### config.mk
export PLATFORM = sky130hd
export DESIGN_NAME = bounded_list_engine_core
export DESIGN_NICKNAME = d
export VERILOG_FILES = /design/src/rtl/core/ble_pkg.sv /design/src/rtl/core/ble_datapath.sv /design/src/rtl/core/ble_ctrl.sv /design/src/rtl/core/bounded_list_engine_core.sv
export SDC_FILE = /design/constraint.sdc
export NUM_CORES = 2
export LEC_CHECK = 0
export ABC_CLOCK_PERIOD_IN_PS = 5700
export BUFFER_PORTS_ARGS = -buffer_cell sky130_fd_sc_hd__buf_2
export CORE_MARGIN = 4
export CORE_UTILIZATION = 45
export DETAILED_ROUTE_END_ITERATION = 8
export SETUP_SLACK_MARGIN = 0.3
export SLEW_MARGIN = 20
export SYNTH_ARGS = -nofsm -noshare
export SYNTH_HDL_FRONTEND = slang
export SYNTH_SLANG_ARGS = --single-unit
### constraint.sdc
create_clock -name clock -period 5.7 [get_ports clock]
set_input_delay 1.14 -clock clock [delete_from_list [all_inputs] [get_ports clock]]
set_output_delay 1.14 -clock clock [all_outputs]
set_load 0.03 [all_outputs]
### src/rtl/core/ble_pkg.sv
`timescale 1ns / 1ps
// ----------------------------------------------------------------------------
// ble_pkg
// Shared types and constants of the bounded list engine.
// ----------------------------------------------------------------------------
package ble_pkg;

   localparam int Capacity  = 64;
   localparam int DataWidth = 32;
   localparam int IdxW      = $clog2(Capacity);
   localparam int CntW      = $clog2(Capacity + 1);

   typedef logic [IdxW-1:0]      idx_type;
   typedef logic [CntW-1:0]      cnt_type;
   typedef logic [DataWidth-1:0] word_type;

   typedef enum logic [2:0] {
      FUNC_APPEND  = 3'd0,
      FUNC_INSERT  = 3'd1,
      FUNC_REMOVE  = 3'd2,
      FUNC_SWAP    = 3'd3,
      FUNC_REVERSE = 3'd4,
      FUNC_SORT    = 3'd5,
      FUNC_READ    = 3'd6,
      FUNC_CLEAR   = 3'd7
   } func_type;

   typedef enum logic [3:0] {
      ST_IDLE,
      ST_DISPATCH,
      ST_RD_A,
      ST_RD_B,
      ST_WAIT,
      ST_WR_A,
      ST_WR_B,
      ST_DONE
   } state_type;

   // datapath memory ops per step
   typedef enum logic [2:0] {
      DP_NOP,
      DP_LOAD,
      DP_READ_A,
      DP_READ_B,
      DP_WRITE_A,
      DP_WRITE_B
   } dp_op_type;

   typedef struct packed {
      dp_op_type op;
      idx_type   addr_a;
      idx_type   addr_b;
      logic      a_from_b;   // write side a gets b's data (swap/shift)
      logic      a_from_val; // write data gets the input word (append, insert)
      logic      set_count;
      cnt_type   count;
      logic      set_rsp;
      logic      rsp_ok;
      logic      rsp_rd;
   } dp_cmd_type;

   typedef struct packed {
      func_type func;
      idx_type  index;
      idx_type  second_index;
      cnt_type  count;
      logic     less;     // signed a < b of the held pair
   } dp_sts_type;

endpackage

### src/rtl/core/ble_datapath.sv
`timescale 1ns / 1ps
// ----------------------------------------------------------------------------
// ble_datapath
// Entry memory, held command, two read registers, count and result register.
// ----------------------------------------------------------------------------
module ble_datapath (
   input  logic                clock,
   input  logic                reset,
   input  logic                load,
   input  logic [2:0]          func_in,
   input  ble_pkg::idx_type    index_in,
   input  ble_pkg::idx_type    second_in,
   input  logic signed [31:0]  value_in,
   input  ble_pkg::dp_cmd_type cmd,
   output ble_pkg::dp_sts_type sts,
   output logic signed [31:0]  rd_value,
   output logic                rd_ok,
   output ble_pkg::cnt_type    rd_length
);
   ble_pkg::word_type mem [ble_pkg::Capacity];

   logic [2:0]         func_ff;
   ble_pkg::idx_type   index_ff, second_ff;
   ble_pkg::word_type  val_ff, a_ff, b_ff, wdata;
   ble_pkg::cnt_type   count_ff;
   logic signed [31:0] rval_ff;
   logic               ok_ff;

   // held command
   always_ff @(posedge clock) begin
      if (load) begin
         func_ff   <= func_in;
         index_ff  <= index_in;
         second_ff <= second_in;
         val_ff    <= value_in[ble_pkg::DataWidth-1:0];
      end
   end

   // memory: one port, read data registered
   always_comb begin
      if (cmd.a_from_val)    wdata = val_ff;
      else if (cmd.a_from_b) wdata = b_ff;
      else                   wdata = a_ff;
   end

   always_ff @(posedge clock) begin
      case (cmd.op)
         ble_pkg::DP_READ_A:  a_ff <= mem[cmd.addr_a];
         ble_pkg::DP_READ_B:  b_ff <= mem[cmd.addr_b];
         ble_pkg::DP_WRITE_A: mem[cmd.addr_a] <= wdata;
         ble_pkg::DP_WRITE_B: mem[cmd.addr_b] <= wdata;
         default: ;
      endcase
   end

   // count
   always_ff @(posedge clock) begin
      if (reset)              count_ff <= '0;
      else if (cmd.set_count) count_ff <= cmd.count;
   end

   // result register
   always_ff @(posedge clock) begin
      if (cmd.set_rsp) begin
         ok_ff   <= cmd.rsp_ok;
         rval_ff <= cmd.rsp_rd ? 32'(signed'(a_ff)) : '0;
      end
   end

   assign sts.func         = ble_pkg::func_type'(func_ff);
   assign sts.index        = index_ff;
   assign sts.second_index = second_ff;
   assign sts.count        = count_ff;
   assign sts.less         = $signed(a_ff) < $signed(b_ff);

   assign rd_value  = rval_ff;
   assign rd_ok     = ok_ff;
   assign rd_length = count_ff;
endmodule

### src/rtl/core/ble_ctrl.sv
`timescale 1ns / 1ps
// ----------------------------------------------------------------------------
// ble_ctrl
// Sequencer: walks pair steps (read a, read b, wait, write a, write b) per command.
// ----------------------------------------------------------------------------
module ble_ctrl (
   input  logic                clock,
   input  logic                reset,
   input  logic                req_valid,
   output logic                req_ready,
   output logic                rsp_valid,
   input  logic                rsp_ready,
   output logic                load,
   output ble_pkg::dp_cmd_type cmd,
   input  ble_pkg::dp_sts_type sts
);
   ble_pkg::state_type state_ff, state_in;
   ble_pkg::idx_type   i_ff, i_in, j_ff, j_in;   // pair addresses
   ble_pkg::idx_type   lim_ff, lim_in;           // sort pass end
   logic               ok_ff, ok_in;
   logic               rvalid_ff, rvalid_in;
   logic               accept;

   assign accept    = req_valid && req_ready;
   assign req_ready = (state_ff == ble_pkg::ST_IDLE) && !rvalid_ff;
   assign rsp_valid = rvalid_ff;
   assign load      = accept;

   always_ff @(posedge clock) begin
      if (reset) begin
         state_ff  <= ble_pkg::ST_IDLE;
         rvalid_ff <= 1'b0;
      end else begin
         state_ff  <= state_in;
         rvalid_ff <= rvalid_in;
      end
      i_ff   <= i_in;
      j_ff   <= j_in;
      lim_ff <= lim_in;
      ok_ff  <= ok_in;
   end

   // next state and datapath commands
   always_comb begin
      logic [ble_pkg::CntW:0] c1;
      logic                   inr, inr2;
      state_in  = state_ff;
      i_in      = i_ff;
      j_in      = j_ff;
      lim_in    = lim_ff;
      ok_in     = ok_ff;
      rvalid_in = rvalid_ff && !rsp_ready;
      cmd       = '0;
      cmd.op    = ble_pkg::DP_NOP;
      cmd.addr_a = i_ff;
      cmd.addr_b = j_ff;
      cmd.count  = sts.count;
      c1   = {1'b0, sts.count} - 1'b1;
      inr  = {1'b0, sts.index} < sts.count;
      inr2 = {1'b0, sts.second_index} < sts.count;
      case (state_ff)
         ble_pkg::ST_IDLE: begin
            if (accept) state_in = ble_pkg::ST_DISPATCH;
         end
         ble_pkg::ST_DISPATCH: begin
            state_in = ble_pkg::ST_DONE;
            ok_in    = 1'b1;
            case (sts.func)
               ble_pkg::FUNC_APPEND: begin
                  if (sts.count < ble_pkg::CntW'(ble_pkg::Capacity)) begin
                     cmd.op         = ble_pkg::DP_WRITE_A;
                     cmd.addr_a     = sts.count[ble_pkg::IdxW-1:0];
                     cmd.a_from_val = 1'b1;
                     cmd.set_count  = 1'b1;
                     cmd.count      = sts.count + 1'b1;
                  end else ok_in = 1'b0;
               end
               ble_pkg::FUNC_INSERT: begin
                  // shift up from the top: j moves down to index
                  if (inr && sts.count < ble_pkg::CntW'(ble_pkg::Capacity)) begin
                     j_in     = sts.count[ble_pkg::IdxW-1:0];
                     i_in     = ble_pkg::IdxW'(c1);
                     state_in = ble_pkg::ST_RD_A;
                  end else ok_in = 1'b0;
               end
               ble_pkg::FUNC_REMOVE: begin
                  if (inr) begin
                     i_in     = sts.index;
                     j_in     = sts.index + 1'b1;
                     state_in = ble_pkg::ST_RD_A;
                  end else ok_in = 1'b0;
               end
               ble_pkg::FUNC_SWAP: begin
                  if (inr && inr2 && sts.index != sts.second_index) begin
                     i_in     = sts.index;
                     j_in     = sts.second_index;
                     state_in = ble_pkg::ST_RD_A;
                  end else ok_in = 1'b0;
               end
               ble_pkg::FUNC_REVERSE, ble_pkg::FUNC_SORT: begin
                  i_in   = '0;
                  j_in   = sts.func == ble_pkg::FUNC_SORT ? ble_pkg::IdxW'(1)
                                                          : ble_pkg::IdxW'(c1);
                  lim_in = ble_pkg::IdxW'(c1);
                  if (sts.count > ble_pkg::CntW'(1)) state_in = ble_pkg::ST_RD_A;
               end
               ble_pkg::FUNC_READ: begin
                  if (inr) begin
                     i_in     = sts.index;
                     state_in = ble_pkg::ST_RD_A;
                  end else ok_in = 1'b0;
               end
               default: begin
                  cmd.set_count = 1'b1;
                  cmd.count     = '0;
               end
            endcase
         end
         ble_pkg::ST_RD_A: begin
            cmd.op = ble_pkg::DP_READ_A;
            if (sts.func == ble_pkg::FUNC_READ) state_in = ble_pkg::ST_WAIT;
            else if (sts.func == ble_pkg::FUNC_INSERT && j_ff == sts.index)
               state_in = ble_pkg::ST_WR_B;
            else if (sts.func == ble_pkg::FUNC_REMOVE &&
                     {1'b0, i_ff} >= c1[ble_pkg::CntW-1:0]) begin
               // last entry reached, nothing left to pull down
               cmd.op        = ble_pkg::DP_NOP;
               cmd.set_count = 1'b1;
               cmd.count     = c1[ble_pkg::CntW-1:0];
               state_in      = ble_pkg::ST_DONE;
            end else state_in = ble_pkg::ST_RD_B;
         end
         ble_pkg::ST_RD_B: begin
            cmd.op   = ble_pkg::DP_READ_B;
            state_in = ble_pkg::ST_WAIT;
         end
         ble_pkg::ST_WAIT: begin
            state_in = ble_pkg::ST_WR_A;
            if (sts.func == ble_pkg::FUNC_READ) state_in = ble_pkg::ST_DONE;
            else if (sts.func == ble_pkg::FUNC_SORT && !sts.less) begin
               // no exchange, advance the pass
               state_in = ble_pkg::ST_RD_A;
               if (j_ff == lim_ff) begin
                  if (lim_ff == ble_pkg::IdxW'(1)) state_in = ble_pkg::ST_DONE;
                  lim_in = lim_ff - 1'b1;
                  i_in   = '0;
                  j_in   = ble_pkg::IdxW'(1);
               end else begin
                  i_in = j_ff;
                  j_in = j_ff + 1'b1;
               end
            end
         end
         ble_pkg::ST_WR_A: begin
            // mem[i] <= b
            cmd.op       = ble_pkg::DP_WRITE_A;
            cmd.a_from_b = 1'b1;
            if (sts.func == ble_pkg::FUNC_REMOVE) begin
               i_in     = j_ff;
               j_in     = j_ff + 1'b1;
               state_in = ble_pkg::ST_RD_A;
            end else state_in = ble_pkg::ST_WR_B;
         end
         ble_pkg::ST_WR_B: begin
            // mem[j] <= a (insert: value lands at index)
            cmd.op         = ble_pkg::DP_WRITE_B;
            cmd.a_from_val = sts.func == ble_pkg::FUNC_INSERT && j_ff == sts.index;
            state_in       = ble_pkg::ST_DONE;
            case (sts.func)
               ble_pkg::FUNC_INSERT: begin
                  if (j_ff == sts.index) begin
                     cmd.set_count = 1'b1;
                     cmd.count     = sts.count + 1'b1;
                  end else begin
                     j_in     = i_ff;
                     i_in     = i_ff - 1'b1;
                     state_in = ble_pkg::ST_RD_A;
                  end
               end
               ble_pkg::FUNC_REVERSE: begin
                  if (i_ff + 1'b1 < j_ff - 1'b1) begin
                     i_in     = i_ff + 1'b1;
                     j_in     = j_ff - 1'b1;
                     state_in = ble_pkg::ST_RD_A;
                  end
               end
               ble_pkg::FUNC_SORT: begin
                  state_in = ble_pkg::ST_RD_A;
                  if (j_ff == lim_ff) begin
                     if (lim_ff == ble_pkg::IdxW'(1)) state_in = ble_pkg::ST_DONE;
                     lim_in = lim_ff - 1'b1;
                     i_in   = '0;
                     j_in   = ble_pkg::IdxW'(1);
                  end else begin
                     i_in = j_ff;
                     j_in = j_ff + 1'b1;
                  end
               end
               default: ;
            endcase
         end
         ble_pkg::ST_DONE: begin
            cmd.set_rsp = 1'b1;
            cmd.rsp_ok  = ok_ff;
            cmd.rsp_rd  = ok_ff && sts.func == ble_pkg::FUNC_READ;
            rvalid_in   = 1'b1;
            state_in    = ble_pkg::ST_IDLE;
         end
         default: state_in = ble_pkg::ST_IDLE;
      endcase
   end

`ifndef SYNTHESIS
   a_no_accept_busy: assert property (@(posedge clock) disable iff (reset)
      state_ff != ble_pkg::ST_IDLE |-> !req_ready)
      else $error("item taken while busy");
   a_rsp_after_done: assert property (@(posedge clock) disable iff (reset)
      state_ff == ble_pkg::ST_DONE |=> rsp_valid)
      else $error("result lost");
   a_count_bound: assert property (@(posedge clock) disable iff (reset)
      sts.count <= ble_pkg::CntW'(ble_pkg::Capacity))
      else $error("count over capacity");
`endif
endmodule

### src/rtl/core/bounded_list_engine_core.sv
`timescale 1ns / 1ps
// sort makes count*(count-1)/2 compares
// one item at a time, bounded by the single-port entry memory
// synchronous active-high reset clears count and control; entries undefined
// ----------------------------------------------------------------------------
// bounded_list_engine_core
// Bounded ordered list with insert, remove, swap, reverse, sort and read.
// ----------------------------------------------------------------------------
module bounded_list_engine_core (
   input  logic               clock,
   input  logic               reset,
   input  logic               req_valid,
   output logic               req_ready,
   input  logic [2:0]         req_func,
   input  logic [5:0]         req_index,
   input  logic [5:0]         req_second_index,
   input  logic signed [31:0] req_value,
   output logic               rsp_valid,
   input  logic               rsp_ready,
   output logic signed [31:0] rsp_read_value,
   output logic               rsp_ok,
   output logic [6:0]         rsp_length
);
   ble_pkg::dp_cmd_type cmd;
   ble_pkg::dp_sts_type sts;
   logic                load;

   ble_ctrl u_ctrl (
      .clock, .reset, .req_valid, .req_ready, .rsp_valid, .rsp_ready,
      .load, .cmd, .sts
   );

   ble_datapath u_dp (
      .clock, .reset, .load,
      .func_in   (req_func),
      .index_in  (req_index),
      .second_in (req_second_index),
      .value_in  (req_value),
      .cmd, .sts,
      .rd_value  (rsp_read_value),
      .rd_ok     (rsp_ok),
      .rd_length (rsp_length)
   );
endmodule
==> metrics.txt <==
# TYPE chip_impl_metric gauge
chip_impl_metric{name="timing.final.crit_share",unit="%"} 86.5
chip_impl_metric{name="syn-instance-count",unit=""} 6699
chip_impl_metric{name="via_count",unit=""} 70222
chip_impl_metric{name="cp.arrival",unit="ps"} 5520
chip_impl_metric{name="synth-async-reset-ratio",unit="%"} 0
chip_impl_metric{name="htree_levels",unit=""} 4
chip_impl_info{name="layout_commonest_cell",value="sky130_fd_sc_hd__edfxtp_1"} 1
chip_impl_metric{name="max_slew_headroom",unit="%"} 16.2
chip_impl_metric{name="routabilityCongestion",unit=""} 0.920
chip_impl_metric{name="finalCriticalPeriod",unit="ps"} 4930
chip_impl_metric{name="cts.repair.resized",unit=""} 0
chip_impl_metric{name="setup_ws",unit="ps"} 771
chip_impl_metric{name="grt_antenna_before_repair",unit=""} 18
chip_impl_metric{name="die_area",unit="mm^2"} 0.241
chip_impl_info{name="run_status",value="completed"} 1
chip_impl_metric{name="maxClockFrequency",unit="GHz"} 0.203
chip_impl_info{name="critical_path_class",value="flop to flop"} 1
chip_impl_metric{name="cap_viol_max_count",unit=""} 0
chip_impl_metric{name="total_leakage_power",unit="uW"} 0.0383
chip_impl_metric{name="grt_remaining_overflow",unit=""} 0
chip_impl_metric{name="wire_length_of_the_first_global_routing_pass",unit="um"} 537000
chip_impl_metric{name="sequentialPowerShare",unit="%"} 32.4
chip_impl_metric{name="syn_to_final_growth",unit="%"} 13.1
chip_impl_info{name="critical_path.cell_chain",value="or3b_1 > inv_2 > nand2_2 > o31ai_4 > buf_4 > buf_4 > nand3_1 > nand4_1 > nand4_1 > or4_1"} 1
chip_impl_metric{name="fp.coreArea",unit="mm^2"} 0.231
chip_impl_info{name="cts_tree",value="done"} 1
chip_impl_metric{name="maximum_single_stage_delay_on_the_critical_path",unit="ps"} 750
chip_impl_metric{name="fin_setup_tns",unit="ps"} 0
chip_impl_metric{name="yosysSeqAreaShare",unit="%"} 63.6
chip_impl_metric{name="global_route.usage.total",unit="%"} 31.8
chip_impl_metric{name="postSynthRegisterBits",unit=""} 2222
chip_impl_info{name="synthFlopType",value="sky130_fd_sc_hd__edfxtp_1"} 1
chip_impl_metric{name="highest_ir_drop_seen_on_vdd",unit="V"} 0.000426
chip_impl_metric{name="count_of_antenna_violating_nets_left_after_detailed_routing",unit=""} 0
chip_impl_metric{name="vias_in_the_first_global_route",unit=""} 67362
chip_impl_metric{name="final_nets",unit=""} 6902
chip_impl_metric{name="pin_count_of_the_biggest_net_entering_global_routing",unit=""} 118
chip_impl_metric{name="num_io_pins",unit=""} 93
chip_impl_metric{name="buffer_ports.inserted",unit=""} 92
chip_impl_metric{name="synth.net_count",unit=""} 6810
chip_impl_metric{name="die_h",unit="um"} 491
chip_impl_metric{name="detailroute.wirelength.met3",unit="um"} 56800
chip_impl_metric{name="post_synth_num_cell_types",unit=""} 76
chip_impl_metric{name="clock_insertion_delay_worst_skew",unit="ps"} 920
chip_impl_metric{name="power_frac_comb",unit="%"} 42.2
chip_impl_metric{name="clockBufferDepth",unit=""} 3
chip_impl_metric{name="postCtsSetupRepairBufs",unit=""} 0
chip_impl_metric{name="numCtsBuffers",unit=""} 227
chip_impl_metric{name="cts.sink_count",unit=""} 2222
chip_impl_info{name="cp-start-kind",value="flop"} 1
chip_impl_info{name="route.top_layer_used",value="met5"} 1
chip_impl_info{name="hold_path_class",value="primary input to flop"} 1
chip_impl_metric{name="placement.setup.worst_slack",unit="ps"} 956
chip_impl_metric{name="power_switching",unit="uW"} 23000
chip_impl_metric{name="synth-warning-count",unit=""} 0
chip_impl_metric{name="power_density",unit="mW/mm^2"} 515
chip_impl_metric{name="cp_max_fo",unit=""} 37
chip_impl_info{name="rsz_0062_raised_after_global_routing",value="false"} 1
chip_impl_metric{name="die_width",unit="um"} 491
chip_impl_metric{name="postSynthAreaPerCell",unit="um^2"} 15.6
chip_impl_metric{name="drt-initial-drc-count",unit=""} 11971
chip_impl_metric{name="initial_core_util",unit="%"} 45.4
chip_impl_metric{name="floorplan.rows",unit=""} 176
chip_impl_metric{name="wirelength_met1",unit="um"} 140000
chip_impl_metric{name="setup_viol_count_final",unit=""} 0
chip_impl_info{name="layout_common_cells",value="sky130_fd_sc_hd__edfxtp_1 (2211), sky130_fd_sc_hd__nand2_1 (1188), sky130_fd_sc_hd__mux4_2 (858)"} 1
chip_impl_metric{name="drt_pre_antenna_iters",unit=""} 7
chip_impl_metric{name="cp.required",unit="ps"} 6290
chip_impl_metric{name="synth_edf_count",unit=""} 2211
chip_impl_metric{name="clkPwrFrac",unit="%"} 25.4
chip_impl_info{name="cts.root.buffer_cell",value="sky130_fd_sc_hd__clkbuf_16"} 1
chip_impl_metric{name="synth_area",unit="mm^2"} 0.105
chip_impl_metric{name="drt_wl_total",unit="um"} 391000
chip_impl_metric{name="post_route_cells_drive_above_1_share",unit="%"} 24.7
chip_impl_metric{name="hold_viol",unit=""} 0
chip_impl_metric{name="detail_route.wl_per_cell",unit="um"} 39.0
chip_impl_info{name="cpMaxStageDelayCell",value="sky130_fd_sc_hd__buf_4"} 1
chip_impl_metric{name="p_int",unit="uW"} 38000
chip_impl_metric{name="switching_share",unit="%"} 37.7
chip_impl_metric{name="clkTransAtPathRegs",unit="ps"} 60
chip_impl_metric{name="avgViaCountPerCell",unit=""} 7.00
chip_impl_metric{name="wl_met2",unit="um"} 172000
chip_impl_metric{name="fin_skew",unit="ps"} 66.3
chip_impl_info{name="endpoint_kind",value="flop"} 1
chip_impl_metric{name="worst_slew_pin_slew",unit="ps"} 1250
chip_impl_metric{name="slew_viol_final",unit=""} 0
chip_impl_metric{name="detailedPlacementHpwl",unit="um"} 233000
chip_impl_metric{name="remaining_drc_errors",unit=""} 0
chip_impl_metric{name="cts_hold_buffers",unit=""} 0
[metal layers]
layer  GRT usage (%)  vias to the layer above
li1                -                    27136
met4            16.0                        6
met3            11.2                     1123
met1            42.0                    36056
met5               0                        -
met2            47.0                     5901
[cell type report]
| class | instances | area [um^2] |
|---|---|---|
| clock inverter | 164 | 1790 |
| multi-input combinational | 3900 | 36800 |
| antenna | 18 | 45.0 |
| timing repair buffer | 376 | 3370 |
| inverter | 64 | 241 |
| clock buffer | 260 | 5850 |
| tap | 3026 | 3790 |
| sequential | 2222 | 66600 |
| fill | 18561 | 112000 |
[stage by stage]
| stage | std cells | cell area (um^2) | hold slack (ps) | total power [uW] | utilization (%) |
|---|---|---|---|---|---|
| 2_1_floorplan | 6699 | 105000 | 513 | 36400 | - |
| 3_3_place_gp | 9587 | 111000 | 603 | 45100 | 48.0 |
| 3_5_place_dp | 9588 | 111000 | 603 | 45200 | 48.0 |
| 4_1_cts | 10012 | 118000 | 336 | 60500 | 51.3 |
| 5_1_grt | 10013 | 118000 | 375 | 62700 | 51.3 |
| 6_report | 10030 | 118000 | 406 | 61000 | 51.3 |
[flip-flops by register name, summed over array words and instances, names as in the netlist]
name and flops:
u_dp.rd_length 7, u_dp.mem 2048, u_dp.b_ff 32, u_dp.func_ff 3, u_dp.rd_ok 1, u_ctrl.j_ff 6, u_dp.val_ff 32, u_dp.rd_value 32
u_ctrl.lim_ff 6, u_dp.index_ff 6, u_ctrl.state_ff 3, u_ctrl.rsp_valid 1, u_dp.second_ff 6, u_dp.a_ff 32, u_ctrl.ok_ff 1, u_ctrl.i_ff 6
[path summary, 6_finish.rpt]
check	cells past startpoint	end	slack (ps)	startpoint
setup / recovery	10	u_dp.a_ff[14]	770	u_ctrl.state_ff[0]
hold / removal	1	u_dp.index_ff[2]	410	req_index[2]
setup reg to reg	10	u_dp.a_ff[14]	770	u_ctrl.state_ff[0]
hold reg to reg	1	u_dp.rd_ok	600	u_ctrl.ok_ff
[synth_stat cells, types with 13 or more instances]
cell	number	area share, %
sky130_fd_sc_hd__clkbuf_1	279	1.0
sky130_fd_sc_hd__xor2_1	18	0.15
sky130_fd_sc_hd__nor3_1	33	0.16
sky130_fd_sc_hd__nand2_1	1189	4.3
sky130_fd_sc_hd__a21oi_1	160	0.76
sky130_fd_sc_hd__nand3_1	465	2.2
sky130_fd_sc_hd__o21ai_0	75	0.36
sky130_fd_sc_hd__a221o_1	26	0.25
sky130_fd_sc_hd__ha_1	60	0.72
sky130_fd_sc_hd__a221oi_1	41	0.34
sky130_fd_sc_hd__nor4_1	13	0.078
sky130_fd_sc_hd__and2_1	39	0.23
sky130_fd_sc_hd__xnor2_1	29	0.24
sky130_fd_sc_hd__buf_1	82	0.29
sky130_fd_sc_hd__inv_1	62	0.22
sky130_fd_sc_hd__nand4_1	149	0.89
sky130_fd_sc_hd__nor2_1	169	0.61
sky130_fd_sc_hd__o22ai_1	16	0.096
sky130_fd_sc_hd__a31oi_1	156	0.93
sky130_fd_sc_hd__buf_4	32	0.23
sky130_fd_sc_hd__mux2i_1	149	1.4
sky130_fd_sc_hd__edfxtp_1	2211	63
sky130_fd_sc_hd__or4_1	29	0.21
sky130_fd_sc_hd__mux4_2	858	18
sky130_fd_sc_hd__o2111ai_1	22	0.18
sky130_fd_sc_hd__nand2b_1	35	0.21
sky130_fd_sc_hd__buf_2	110	0.53
sky130_fd_sc_hd__a22oi_1	16	0.11
[power groups by stage]
stage / Clock [uW] / Sequential, uW / Combinational, uW
6_report: 15500 / 19700 / 25700
3_3_place_gp: 0 / 20100 / 25000
4_1_cts: 15600 / 19700 / 25200
3_5_place_dp: 0 / 20100 / 25100
5_1_grt: 16300 / 19800 / 26700
2_1_floorplan: 0 / 19900 / 16500
[worst max-delay path, delay by kind of cell (launching register included)]
kind	cells	cell delay (ps)
AOI/OAI and AO/OA	1	310
buffers and inverters	3	1750
DFF	1	560
and+or+nand+nor	6	1870
[cell families (layout without fill, tap and decap cells)]
| kind of cell | count (synthesis) | in the layout | synth area share [%] |
|---|---|---|---|
| buffers and inverters | 577 | 864 | 2.38 |
| AOI/OAI and AO/OA | 614 | 614 | 3.84 |
| adders and majority gates | 61 | 61 | 0.726 |
| xor gates and xnor gates | 47 | 47 | 0.393 |
| DFF | 2222 | 2222 | 63.6 |
| and+or+nand+nor | 2171 | 2171 | 9.21 |
| other | 0 | 18 | 0 |
| muxes | 1007 | 1007 | 19.9 |
No activity file was read; power rests on OpenSTA's default activity.
